### config.mk
export PLATFORM = sky130hd
export DESIGN_NAME = sha1_stream_hasher
export DESIGN_NICKNAME = d
export VERILOG_FILES = /design/src/hw/rtl/sha1s_pkg.sv /design/src/hw/rtl/sha1s_buffer.sv /design/src/hw/rtl/sha1s_core.sv /design/src/hw/rtl/sha1_stream_hasher.sv
export SDC_FILE = /design/constraint.sdc
export NUM_CORES = 2
export LEC_CHECK = 0
export ABC_AREA = 1
export BUFFER_PORTS_ARGS = -buffer_cell sky130_fd_sc_hd__buf_2
export CAP_MARGIN = 25
export CORE_UTILIZATION = 35
export CTS_CLUSTER_DIAMETER = 100
export DETAILED_ROUTE_END_ITERATION = 10
export PLACE_DENSITY = 0.6
export SYNTH_ARGS = -nofsm -noshare
export SYNTH_HDL_FRONTEND = slang
export SYNTH_SLANG_ARGS = --single-unit
### constraint.sdc
create_clock -name i_clk -period 54.9 [get_ports i_clk]
set_clock_uncertainty 0.15 [all_clocks]
set_input_delay 5.49 -clock i_clk [delete_from_list [all_inputs] [get_ports i_clk]]
set_output_delay 5.49 -clock i_clk [all_outputs]
set_load 0.02 [all_outputs]
### src/hw/rtl/sha1s_pkg.sv
package sha1s_pkg;

    localparam int unsigned BLOCK_WORDS = 16;
    localparam int unsigned HASH_WORDS  = 5;

    localparam logic [6:0] ROUND_LAST    = 7'd79;
    localparam logic [6:0] BLOCK_BYTES   = 7'd64;
    localparam logic [6:0] LEN_FIT_LIMIT = 7'd55;
    localparam logic [3:0] LEN_WORD_HI   = 4'd14;
    localparam logic [2:0] LAST_WORD_IDX = 3'd4;
    localparam logic [7:0] PAD_MARKER    = 8'h80;

    localparam logic [31:0] K_0 = 32'h5a827999;
    localparam logic [31:0] K_1 = 32'h6ed9eba1;
    localparam logic [31:0] K_2 = 32'h8f1bbcdc;
    localparam logic [31:0] K_3 = 32'hca62c1d6;

    typedef logic [HASH_WORDS-1:0][31:0] t_hash;

    localparam t_hash HASH_INIT = {32'hc3d2e1f0, 32'h10325476, 32'h98badcfe,
                                   32'hefcdab89, 32'h67452301};

    typedef struct packed {
        logic [6:0] keep;
        logic       mark;
        logic       len;
    } t_pad;

    typedef struct packed {
        logic       load;
        logic       round;
        logic       fold;
        logic       init;
        logic [6:0] t;
    } t_core_ctl;

endpackage

### src/hw/rtl/sha1s_buffer.sv
module sha1s_buffer
    import sha1s_pkg::*;
(
    input  logic        i_clk,
    input  logic        i_wr_en,
    input  logic [5:0]  i_wr_pos,
    input  logic [7:0]  i_wr_data,
    input  logic [3:0]  i_rd_addr,
    input  t_pad        i_pad,
    input  logic [63:0] i_bit_count,
    output logic [31:0] o_word
);

    logic [31:0] r_mem [BLOCK_WORDS];
    logic [31:0] r_rd_data;
    logic [3:0]  r_rd_addr;

    always_ff @(posedge i_clk) begin
        if (i_wr_en) begin
            r_mem[i_wr_pos[5:2]][{~i_wr_pos[1:0], 3'b000} +: 8] <= i_wr_data;
        end
        r_rd_data <= r_mem[i_rd_addr];
        r_rd_addr <= i_rd_addr;
    end

    // Bytes past the stored part of the block are replaced by the padding.
    always_comb begin
        logic [6:0] pos;
        o_word = '0;
        for (int j = 0; j < 4; j++) begin
            pos = {1'b0, r_rd_addr, 2'(j)};
            if (pos < i_pad.keep) begin
                o_word[8*(3-j) +: 8] = r_rd_data[8*(3-j) +: 8];
            end else if (i_pad.mark && (pos == i_pad.keep)) begin
                o_word[8*(3-j) +: 8] = PAD_MARKER;
            end
        end
        if (i_pad.len && (r_rd_addr >= LEN_WORD_HI)) begin
            o_word = r_rd_addr[0] ? i_bit_count[31:0] : i_bit_count[63:32];
        end
    end

endmodule

### src/hw/rtl/sha1s_core.sv
module sha1s_core
    import sha1s_pkg::*;
(
    input  logic        i_clk,
    input  logic        i_rst_n,
    input  t_core_ctl   i_ctl,
    input  logic [31:0] i_word,
    output t_hash       o_hash
);

    t_hash       r_h;
    logic [31:0] r_a, r_b, r_c, r_d, r_e;
    logic [31:0] r_w [BLOCK_WORDS];

    logic [31:0] w_sched;
    logic [31:0] w_f;
    logic [31:0] w_k;
    logic [31:0] w_ext;
    logic [31:0] n_a;

    assign w_ext   = r_w[13] ^ r_w[8] ^ r_w[2] ^ r_w[0];
    assign w_sched = (i_ctl.t < 7'd16) ? i_word : {w_ext[30:0], w_ext[31]};

    always_comb begin
        if (i_ctl.t < 7'd20) begin
            w_f = (r_b & r_c) | (~r_b & r_d);
            w_k = K_0;
        end else if (i_ctl.t < 7'd40) begin
            w_f = r_b ^ r_c ^ r_d;
            w_k = K_1;
        end else if (i_ctl.t < 7'd60) begin
            w_f = (r_b & r_c) | (r_b & r_d) | (r_c & r_d);
            w_k = K_2;
        end else begin
            w_f = r_b ^ r_c ^ r_d;
            w_k = K_3;
        end
    end

    assign n_a = {r_a[26:0], r_a[31:27]} + w_f + r_e + w_k + w_sched;

    always_ff @(posedge i_clk) begin
        if (i_ctl.load) begin
            r_a <= r_h[0];
            r_b <= r_h[1];
            r_c <= r_h[2];
            r_d <= r_h[3];
            r_e <= r_h[4];
        end else if (i_ctl.round) begin
            r_a <= n_a;
            r_b <= r_a;
            r_c <= {r_b[1:0], r_b[31:2]};
            r_d <= r_c;
            r_e <= r_d;
            for (int i = 0; i < BLOCK_WORDS - 1; i++) begin
                r_w[i] <= r_w[i+1];
            end
            r_w[BLOCK_WORDS-1] <= w_sched;
        end
    end

    always_ff @(posedge i_clk) begin
        if (!i_rst_n || i_ctl.init) begin
            r_h <= HASH_INIT;
        end else if (i_ctl.fold) begin
            r_h[0] <= r_h[0] + r_a;
            r_h[1] <= r_h[1] + r_b;
            r_h[2] <= r_h[2] + r_c;
            r_h[3] <= r_h[3] + r_d;
            r_h[4] <= r_h[4] + r_e;
        end
    end

    assign o_hash = r_h;

endmodule

### src/hw/rtl/sha1_stream_hasher.sv
// Channel | Dir | tdata             | tuser             | tlast
// s       | in  | data_byte [7:0]   | byte_present      | end_of_message
// m       | out | digest_word[31:0] | word_number [2:0] | last_word
//
// A byte that does not complete a block is stored in the block buffer.
// A completed 64-byte block is compressed in turn: a buffer read, the rounds, a fold.
// An end mark compresses one or two padding blocks in the same way, then
// puts out five words, one per cycle while m_tready is high.
// Reset is synchronous; the block buffer needs no clearing after it.
// A stalled output holds the hasher in its output state until the last word is loaded.
module sha1_stream_hasher
    import sha1s_pkg::*;
(
    input  logic        i_clk,
    input  logic        i_rst_n,
    input  logic        i_s_tvalid,
    output logic        o_s_tready,
    input  logic [7:0]  i_s_tdata,   // [7:0] data_byte
    input  logic        i_s_tuser,   // [0] byte_present
    input  logic        i_s_tlast,
    output logic        o_m_tvalid,
    input  logic        i_m_tready,
    output logic [31:0] o_m_tdata,   // [31:0] digest_word
    output logic [2:0]  o_m_tuser,   // [2:0] word_number
    output logic        o_m_tlast
);

    typedef enum logic [2:0] {
        S_IDLE,
        S_LOAD,
        S_ROUND,
        S_FOLD,
        S_OUT
    } t_state;

    t_state      r_state;
    logic [5:0]  r_fill;
    logic [63:0] r_bit_count;
    t_pad        r_pad;
    logic        r_fin;
    logic [6:0]  r_t;
    logic [2:0]  r_widx;
    logic        r_m_valid;
    logic [31:0] r_m_data;
    logic [2:0]  r_m_user;
    logic        r_m_last;

    logic        w_accept;
    logic        w_byte;
    logic        w_full;
    logic [6:0]  w_fill_next;
    logic        w_out_load;
    logic [3:0]  w_rd_addr;
    logic [31:0] w_word;
    t_hash       w_hash;
    t_core_ctl   w_ctl;

    assign o_s_tready  = (r_state == S_IDLE);
    assign w_accept    = i_s_tvalid && o_s_tready;
    assign w_byte      = w_accept && i_s_tuser;
    assign w_full      = w_byte && (r_fill == 6'd63);
    assign w_fill_next = {1'b0, r_fill} + {6'd0, i_s_tuser};
    assign w_out_load  = (r_state == S_OUT) && (!r_m_valid || i_m_tready);
    assign w_rd_addr   = (r_state == S_ROUND) ? (r_t[3:0] + 4'd1) : 4'd0;

    assign w_ctl.load  = (r_state == S_LOAD);
    assign w_ctl.round = (r_state == S_ROUND);
    assign w_ctl.fold  = (r_state == S_FOLD);
    assign w_ctl.init  = w_out_load && (r_widx == LAST_WORD_IDX);
    assign w_ctl.t     = r_t;

    sha1s_buffer u_buffer (
        .i_clk       (i_clk),
        .i_wr_en     (w_byte),
        .i_wr_pos    (r_fill),
        .i_wr_data   (i_s_tdata),
        .i_rd_addr   (w_rd_addr),
        .i_pad       (r_pad),
        .i_bit_count (r_bit_count),
        .o_word      (w_word)
    );

    sha1s_core u_core (
        .i_clk   (i_clk),
        .i_rst_n (i_rst_n),
        .i_ctl   (w_ctl),
        .i_word  (w_word),
        .o_hash  (w_hash)
    );

    always_ff @(posedge i_clk) begin
        if (!i_rst_n) begin
            r_state     <= S_IDLE;
            r_fill      <= '0;
            r_bit_count <= '0;
            r_fin       <= 1'b0;
            r_t         <= '0;
            r_widx      <= '0;
            r_m_valid   <= 1'b0;
        end else begin
            if (r_m_valid && i_m_tready && !w_out_load) begin
                r_m_valid <= 1'b0;
            end
            case (r_state)
                S_IDLE: begin
                    if (w_byte) begin
                        r_fill      <= r_fill + 6'd1;
                        r_bit_count <= r_bit_count + 64'd8;
                    end
                    if (w_full) begin
                        r_pad   <= '{keep: BLOCK_BYTES, mark: 1'b0, len: 1'b0};
                        r_fin   <= i_s_tlast;
                        r_state <= S_LOAD;
                    end else if (w_accept && i_s_tlast) begin
                        r_pad   <= '{keep: w_fill_next, mark: 1'b1,
                                     len: (w_fill_next <= LEN_FIT_LIMIT)};
                        r_fin   <= 1'b1;
                        r_state <= S_LOAD;
                    end
                end
                S_LOAD: begin
                    r_t     <= '0;
                    r_state <= S_ROUND;
                end
                S_ROUND: begin
                    r_t <= r_t + 7'd1;
                    if (r_t == ROUND_LAST) begin
                        r_state <= S_FOLD;
                    end
                end
                S_FOLD: begin
                    if (r_pad.len) begin
                        r_widx  <= '0;
                        r_state <= S_OUT;
                    end else if (r_fin) begin
                        r_pad   <= '{keep: 7'd0, mark: !r_pad.mark, len: 1'b1};
                        r_state <= S_LOAD;
                    end else begin
                        r_state <= S_IDLE;
                    end
                end
                S_OUT: begin
                    if (w_out_load) begin
                        r_m_valid <= 1'b1;
                        r_m_data  <= w_hash[r_widx];
                        r_m_user  <= r_widx;
                        r_m_last  <= (r_widx == LAST_WORD_IDX);
                        r_widx    <= r_widx + 3'd1;
                        if (r_widx == LAST_WORD_IDX) begin
                            r_fill      <= '0;
                            r_bit_count <= '0;
                            r_fin       <= 1'b0;
                            r_state     <= S_IDLE;
                        end
                    end
                end
                default: begin
                    r_state <= S_IDLE;
                end
            endcase
        end
    end

    assign o_m_tvalid = r_m_valid;
    assign o_m_tdata  = r_m_data;
    assign o_m_tuser  = r_m_user;
    assign o_m_tlast  = r_m_last;

endmodule

* Yosys cells after proc, flatten, opt, wreduce, memory -nomap -nowiden
Memory sizes are Yosys's and may differ from the RTL's. A register that Yosys moved wholly into a read port is not among the register bits.
Index checks and enable logic that the tools add are counted.
** Cells by class
- Reductions and logical operators :: 31
- Equality and inequality tests :: 19
- Mux-type cells :: 68
- $add $sub $neg :: 16
- Shifts and indexed selects :: 2
- Div/mod/pow operators :: 0
- Order comparisons :: 11
- $mul :: 0
- Bitwise operators :: 14
** Operators by type and width (number)
- 32-bit two-way mux :: 20
- 32-bit adder :: 9
- 64-bit two-way mux :: 3
- 32-bit bitwise XOR :: 5
- 32-bit AND :: 4
- 64-bit one-hot mux with 2 select lines :: 1
- 32-bit binary-select mux with 3-bit select :: 1
- 32-bit bitwise OR :: 3
- 64-bit by 4-bit adder with 64-bit output, second input constant :: 1
- 8-bit two-way mux :: 8
- 9-bit two-way mux :: 4
- 32-bit inverter :: 1
- 8-bit by 7-bit variable shift with 32-bit output, first input constant :: 1
- 8-bit by 7-bit variable part select with 32-bit output :: 1
- 31-bit two-way mux :: 1
- 6-bit by 7-bit equality test with 1-bit output :: 4
- 6-bit by 7-bit < comparator with 1-bit output :: 4
- 3-bit two-way mux :: 8
- 6-bit two-way mux :: 3
- 9-bit one-hot mux with 2 select lines :: 1
- 3-bit one-hot mux with 5 select lines :: 1
- 7-bit by 5-bit < comparator with 1-bit output, second input constant :: 2
- 7-bit by 6-bit < comparator with 1-bit output, second input constant :: 2
- 7-bit one-hot mux with 2 select lines :: 1
- other kinds (31) :: 72
** Word-level totals
- Bits in registers :: 454
- Memories kept :: 2
- Bits in read-only memories :: 0
- Bits in writable memories :: 1024
- Input bits :: 14
- Latch bits :: 0
** Memory list
- u_buffer.r_mem :: depth 16, width 32, read ports 1, clocked after memory_dff 1, write ports 1, line sha1s_buffer.sv:14 : logic [31:0] r_mem [BLOCK_WORDS];
- u_core.r_w :: depth 16, width 32, read ports 16, clocked after memory_dff 0, write ports 16, line sha1s_core.sv:13 : logic [31:0] r_w [BLOCK_WORDS];

* Depth between registers and ports, before layout
- Depth in word-level cells :: 12
- Depth in mapped cells :: 30

* By module
From an unflattened synthesis, not the netlist that was laid out.
** Second synthesis, totals
- Cell total of the unflattened synthesis :: 7774
- Area, all modules :: 75343.5 sq um
** Modules (own cells, without submodules)
- sha1s_core :: times used 1, cells each 4649, sequential area each 23382.4 sq um, area an instance 44397.6 sq um
- sha1s_buffer :: times used 1, cells each 2012, sequential area each 16095.4 sq um, area an instance 23352.4 sq um
- sha1_stream_hasher :: times used 1, cells each 1113, sequential area each 2992.9 sq um, area an instance 7593.5 sq um

* Least setup slack after synthesis
Ideal clock, no wire load.
- Path type :: register to register
- Start :: register r_state[2]
- End :: register r_t[4]
- Library setup time :: 140 ps
- Arrival :: 17899 ps
- Data required time :: 54610 ps
- Stages on the path, launching flop included :: 8
- Slack :: 36712 ps
- Clock period less this slack :: 18188 ps
- Cells stage by stage :: dfxtp_1 > buf_6 > nor3_4 > inv_2 > nand2_1 > inv_1 > nand2_1 > a221oi_1
** On the way
- Cells in the longest elaborated chain, start to end :: 2
- Elaborated cells on any way between the ends :: 4
** Ends and longest elaborated chain
- start: declaration :: line sha1_stream_hasher.sv:36 : t_state r_state;
- start signal: assignment :: line sha1_stream_hasher.sv:93 : r_state <= S_IDLE;
- start signal: assignment :: line sha1_stream_hasher.sv:113 : r_state <= S_LOAD;
- start signal: assignment :: line sha1_stream_hasher.sv:118 : r_state <= S_LOAD;
- 3-bit by 2-bit equality test with 1-bit output or 3-bit by 1-bit equality test with 1-bit output (tied branches) :: line sha1_stream_hasher.sv:104 : case (r_state)
- 7-bit one-hot mux with 2 select lines or 2-bit nonzero test (tied branches)
- end signal: assignment :: line sha1_stream_hasher.sv:126 : r_t <= r_t + 7'd1;
- end: declaration :: line sha1_stream_hasher.sv:41 : logic [6:0] r_t;
Parallel ways exist; a longest one is shown, timed or not.
A chain may end at the register's enable or synchronous reset.

* Worst setup path after layout
- Start :: input port i_m_tready
- End :: register u_core.r_h (netlist bit u_core.o_hash[6])
** On the way
- Cells in the longest elaborated chain, start to end :: 4
** Ends and longest elaborated chain
- start: declaration :: line sha1_stream_hasher.sv:22 : input logic i_m_tready,
- 1-bit logical OR :: line sha1_stream_hasher.sv:63 : assign w_out_load = (r_state == S_OUT) && (!r_m_valid || i_m_tready);
- 1-bit logical AND :: line sha1_stream_hasher.sv:63
- 1-bit logical AND :: line sha1_stream_hasher.sv:69 : assign w_ctl.init = w_out_load && (r_widx == LAST_WORD_IDX);
- 1-bit logical OR :: line sha1s_core.sv:63 : if (!i_rst_n || i_ctl.init) begin
- end: declaration :: line sha1s_core.sv:11 : t_hash r_h;
Every way passes these cells.

==> results by stage <==
Power and ir drop:
- In this run the static leakage power is 0.0310 uW.
- Power spread over the standard cell area amounts to 70.2 nW/um^2.
- The maximum resistive drop on vdd is between 0.07 and 0.08 mV.
- The post-layout total power is roughly 5800 uW.

Logic synthesis:
- The fraction of synthesized area in multiplexers is 0.
- Yosys attributes the largest share of cell area to sky130_fd_sc_hd__edfxtp_1 (50%), sky130_fd_sc_hd__dfxtp_1 (7.5%), sky130_fd_sc_hd__nand2_1 (5.4%), sky130_fd_sc_hd__o21ai_0 (4.4%), sky130_fd_sc_hd__ha_1 (4.0%).
- In the synthesized netlist the async set-or-reset flop fraction comes to 0.
- The compound-gate portion of the synthesized area was 0.137.
- A synthesized cell averages a little over 10 um^2.
- The primary flip-flop cell chosen by synthesis mapping is sky130_fd_sc_hd__edfxtp_1.
- The top cell type by total area after synthesis is sky130_fd_sc_hd__edfxtp_1.
- Synthesis produced a netlist whose cell count is between 7,000 and 8,000.
- The count of distinct cell types in the synthesized netlist is 58.
- For this run, the number of Yosys warnings is 0.
- The net count after synthesis is 7,651.
- Of the total synthesized cell area, the portion taken by AND, OR, NAND and NOR gates is 0.139.
- The share of the yosys chip area belonging to registers is 0.576.
- The proportion of netlist area held by the largest area contributor is 0.501.
- The post-synthesis share of cell area spent on xor and xnor gates is 0.0194.
- By area, the combinational part of the netlist is dominated by simple AND/OR/NAND/NOR gates.
- In this run the cell area of the synthesized design comes to around 74,000 um^2.
- The number of register bits inferred by synthesis is between 1,500 and 2,000.
- Of the total synthesized cell area, the portion taken by full adders, half adders and majority gates is 0.0737.
- The number of enable-type register cells in the synthesized netlist is approximately 1,200.

Global route:
- The global-route wire length before repair is 344,000 um.
- The highest-utilization routing layer at the global route stage is met2.
- For met1 alone, demand over resource in global routing was 0.306.
- For met3 alone, demand over resource in global routing was 0.0365.
- Entering global routing, the biggest net connects between 150 and 200 pins.
- The routing usage on met2 is 0.329.
- The number of antenna violations at the first check in global routing was 11.
- The via count of the first global-routing pass is ~53,000.
- The global-route total usage across every layer is 0.218.
- For this run the aggregate overflow at the end of global routing stands at 0.

Critical path:
- The category of the worst setup path capture point is a flip-flop.
- The maximum fanout encountered on the critical timing path is 60.
- At the worst endpoint, the required time is approximately 55 ns.
- At the worst endpoint, the arrival time is about 8.1 ns.
- The kind of start point of the critical path is an input pin.
- The worst setup path is of the in -> reg kind.

Hold path:
- The tightest min-delay check is of the reg -> reg type.

Detailed routing:
- For this block, the routed nets add up to 234,000 um of wire.
- The total vias in the final route is between 50,000 and 60,000.
- For this run, the detailed router's first-pass iteration total came to 6.
- The via density per instance is between 5 and 6.
- The number of design-rule violations left by the first detailed-router iteration is roughly 6,500.
- In the final routed layout, each cell accounts on average for ~23 um.
- The remaining routing DRC violations is 0.
- The number of antenna-violating nets in the routed design is 0.

Floorplanning:
- The site row count is ~170.
- The floorplan die height is 461 um.
- The die is about 460 um wide.
- The number of top-level pins is 52.
- In this run the standard cell core region covers around 210,000 um^2.
- The initial utilization of the core area, before any placement, comes to 0.352.
- The die covers roughly 210,000 um^2.

STA:
- The worst path meets setup with roughly 47 ns of slack.
- For the pin with the worst max-slew slack, the measured transition is 1.19 ns.
- The number of max-slew violations in the final report is 0.
- The final setup violation count is 0.
- The highest achievable clock rate is 131 MHz.
- Setup repair after global routing left no endpoint under its margin.
- The final-report hold violation count is 0.
- The tightest slew margin relative to the limit is 0.200.
- After layout, the minimum clock period comes to ~7.6 ns.
- Hold timing on the final database bottoms out at a slack of around 0.21 ns.
- In the finished design, the share of the clock period the worst path needs comes to 0.139.
- The final sum of negative setup slack is 0 ns.

Clock tree:
- The clock reaches the later pin of the worst-skew pair after ~0.85 ns.
- Gates resized during post-CTS repair numbered 0.
- The root buffer cell is sky130_fd_sc_hd__clkbuf_16.
- TritonCTS built the clock tree.
- The cts-stage hold buffer count is 0.
- In this run the number of H-tree levels came out at 4.
- The number of buffers created by CTS is 163.
- The tree built by TritonCTS fans out to ~1,500 sinks.
- The maximum number of buffers from clock root to sink is 3.
- The clock-pin slew on the worst setup and hold paths is about 0.06 ns.
- After clock tree synthesis, the setup repair step added 0 buffers.

Finish:
- The growth of design area from synthesis to finish is 12.3%.
- The final net count is 7,675.
- The share of cells above drive strength 1 is 0.0671.

Place:
- The wire-length estimate of the detail-placed layout is around 170,000 um.
- The worst slack at placement is 46.48 ns.
- In this run the tool buffered the top-level ports with just over 50 buffer cells.
- Routability-driven placement finished with a final weighted congestion of 0.996.

Run:
- The number of violations of the max-capacitance limit is 0.

Status:
- The flow ran to the end, and the final reports show no timing, DRC or antenna violations.
[synth_stat cells, types with 6 or more instances]
| cell | n |
|---|---|
| sky130_fd_sc_hd__nand2_1 | 1055 |
| sky130_fd_sc_hd__o211ai_1 | 157 |
| sky130_fd_sc_hd__xnor2_1 | 74 |
| sky130_fd_sc_hd__nand4_1 | 72 |
| sky130_fd_sc_hd__clkbuf_1 | 217 |
| sky130_fd_sc_hd__a21o_1 | 23 |
| sky130_fd_sc_hd__a22o_1 | 23 |
| sky130_fd_sc_hd__edfxtp_1 | 1229 |
| sky130_fd_sc_hd__a31o_2 | 9 |
| sky130_fd_sc_hd__a31oi_1 | 85 |
| sky130_fd_sc_hd__buf_1 | 17 |
| sky130_fd_sc_hd__o21ai_0 | 650 |
| sky130_fd_sc_hd__or2_2 | 68 |
| sky130_fd_sc_hd__o221ai_1 | 23 |
| sky130_fd_sc_hd__o31ai_1 | 23 |
| sky130_fd_sc_hd__o22ai_1 | 17 |
| sky130_fd_sc_hd__and3_1 | 6 |
| sky130_fd_sc_hd__nor3_1 | 97 |
| sky130_fd_sc_hd__inv_1 | 773 |
| sky130_fd_sc_hd__nor2_1 | 782 |
| sky130_fd_sc_hd__buf_2 | 34 |
| sky130_fd_sc_hd__o21bai_1 | 106 |
| sky130_fd_sc_hd__a21boi_0 | 24 |
| sky130_fd_sc_hd__nand3b_1 | 9 |
| sky130_fd_sc_hd__ha_1 | 236 |
| sky130_fd_sc_hd__xor2_1 | 89 |
| sky130_fd_sc_hd__o21a_1 | 35 |
| sky130_fd_sc_hd__o21ai_1 | 10 |
| sky130_fd_sc_hd__dfxtp_1 | 278 |
| sky130_fd_sc_hd__fa_1 | 124 |
| sky130_fd_sc_hd__o311ai_0 | 11 |
| sky130_fd_sc_hd__nor4_1 | 13 |
| sky130_fd_sc_hd__inv_2 | 8 |
| sky130_fd_sc_hd__a21oi_1 | 518 |
| sky130_fd_sc_hd__nand3_1 | 338 |
[final timing paths]
kind / startpoint / to / slack [ns] / depth (start not counted)
worst min register to register: u_core.r_w[0][189] / u_core.r_w[0][157] / 0.21 / 0
worst max register to register: u_buffer.r_rd_addr[0] / u_core.r_a[23] / 47.63 / 27
worst max-delay path: i_m_tready / u_core.o_hash[6] / 47.29 / 10
worst min-delay path: u_core.r_w[0][189] / u_core.r_w[0][157] / 0.21 / 0
[critical path, cell delays in order]
cell	delay, ns
sky130_fd_sc_hd__buf_2	0.10
sky130_fd_sc_hd__nor2_1	0.08
sky130_fd_sc_hd__nor2_2	0.19
sky130_fd_sc_hd__nand2_1	0.15
sky130_fd_sc_hd__nand2_4	0.26
sky130_fd_sc_hd__buf_4	0.66
sky130_fd_sc_hd__buf_4	0.82
sky130_fd_sc_hd__a21oi_1	0.09
sky130_fd_sc_hd__o21ai_0	0.14
sky130_fd_sc_hd__inv_1	0.07
[layout make-up]
cell class              instances  area (um^2)
fillers                     20400       127000
multi-input cells            4713        27300
repair buffers                133          946
clock buffers                 189         4240
inverters                     783         2950
diodes                          1         2.50
clock inverters               113         1360
well taps                    2805         3510
flip-flops and latches       1507        42500
[per-stage QoR]
stage | instances | utilization | instance area (um^2)
floorplan | 7277 | - | 73700
global placement | 9937 | 0.368 | 77100
detailed placement | 9937 | 0.368 | 77100
CTS | 10200 | 0.395 | 82700
global route | 10200 | 0.395 | 82800
finish | 10200 | 0.395 | 82800
[metal layers]
layer	vias up	share of wire
li1	25400	-
met2	2347	0.44
met4	2	0.046
met3	401	0.080
met5	-	0.000056
met1	26700	0.44
[logic make-up after synthesis]
kind of cell    Yosys count
xor+xnor                163
fa+ha+maj               360
flops                  1507
simple gates           2453
buf+inv                1057
compound gates         1737
[placed cells by master (no fill, tap or decap), drive strengths merged, types with 85 or more instances in the layout]
master,n
nand2,1056
o211ai,157
xor2,89
o21ai,660
buf,133
nor3,99
a21oi,518
dfxtp,278
edfxtp,1229
fa,124
nor2,786
inv,784
ha,236
a31oi,85
o21bai,106
clkbuf,189
nand3,340
[sequential cells by signal, summed over array words and instances, names as in the netlist, 61 cells and up]
register        flops
u_core.r_w        512
u_core.o_hash     160
u_buffer.r_mem    512
r_bit_count        61
[power breakdown]
group	switching (uW)	leakage, uW	internal, uW
Sequential	167	0.0135	1550
Combinational	2020	0.0148	935
Clock	489	0.00268	651
Note: power is estimated with default switching activity, not from simulation.
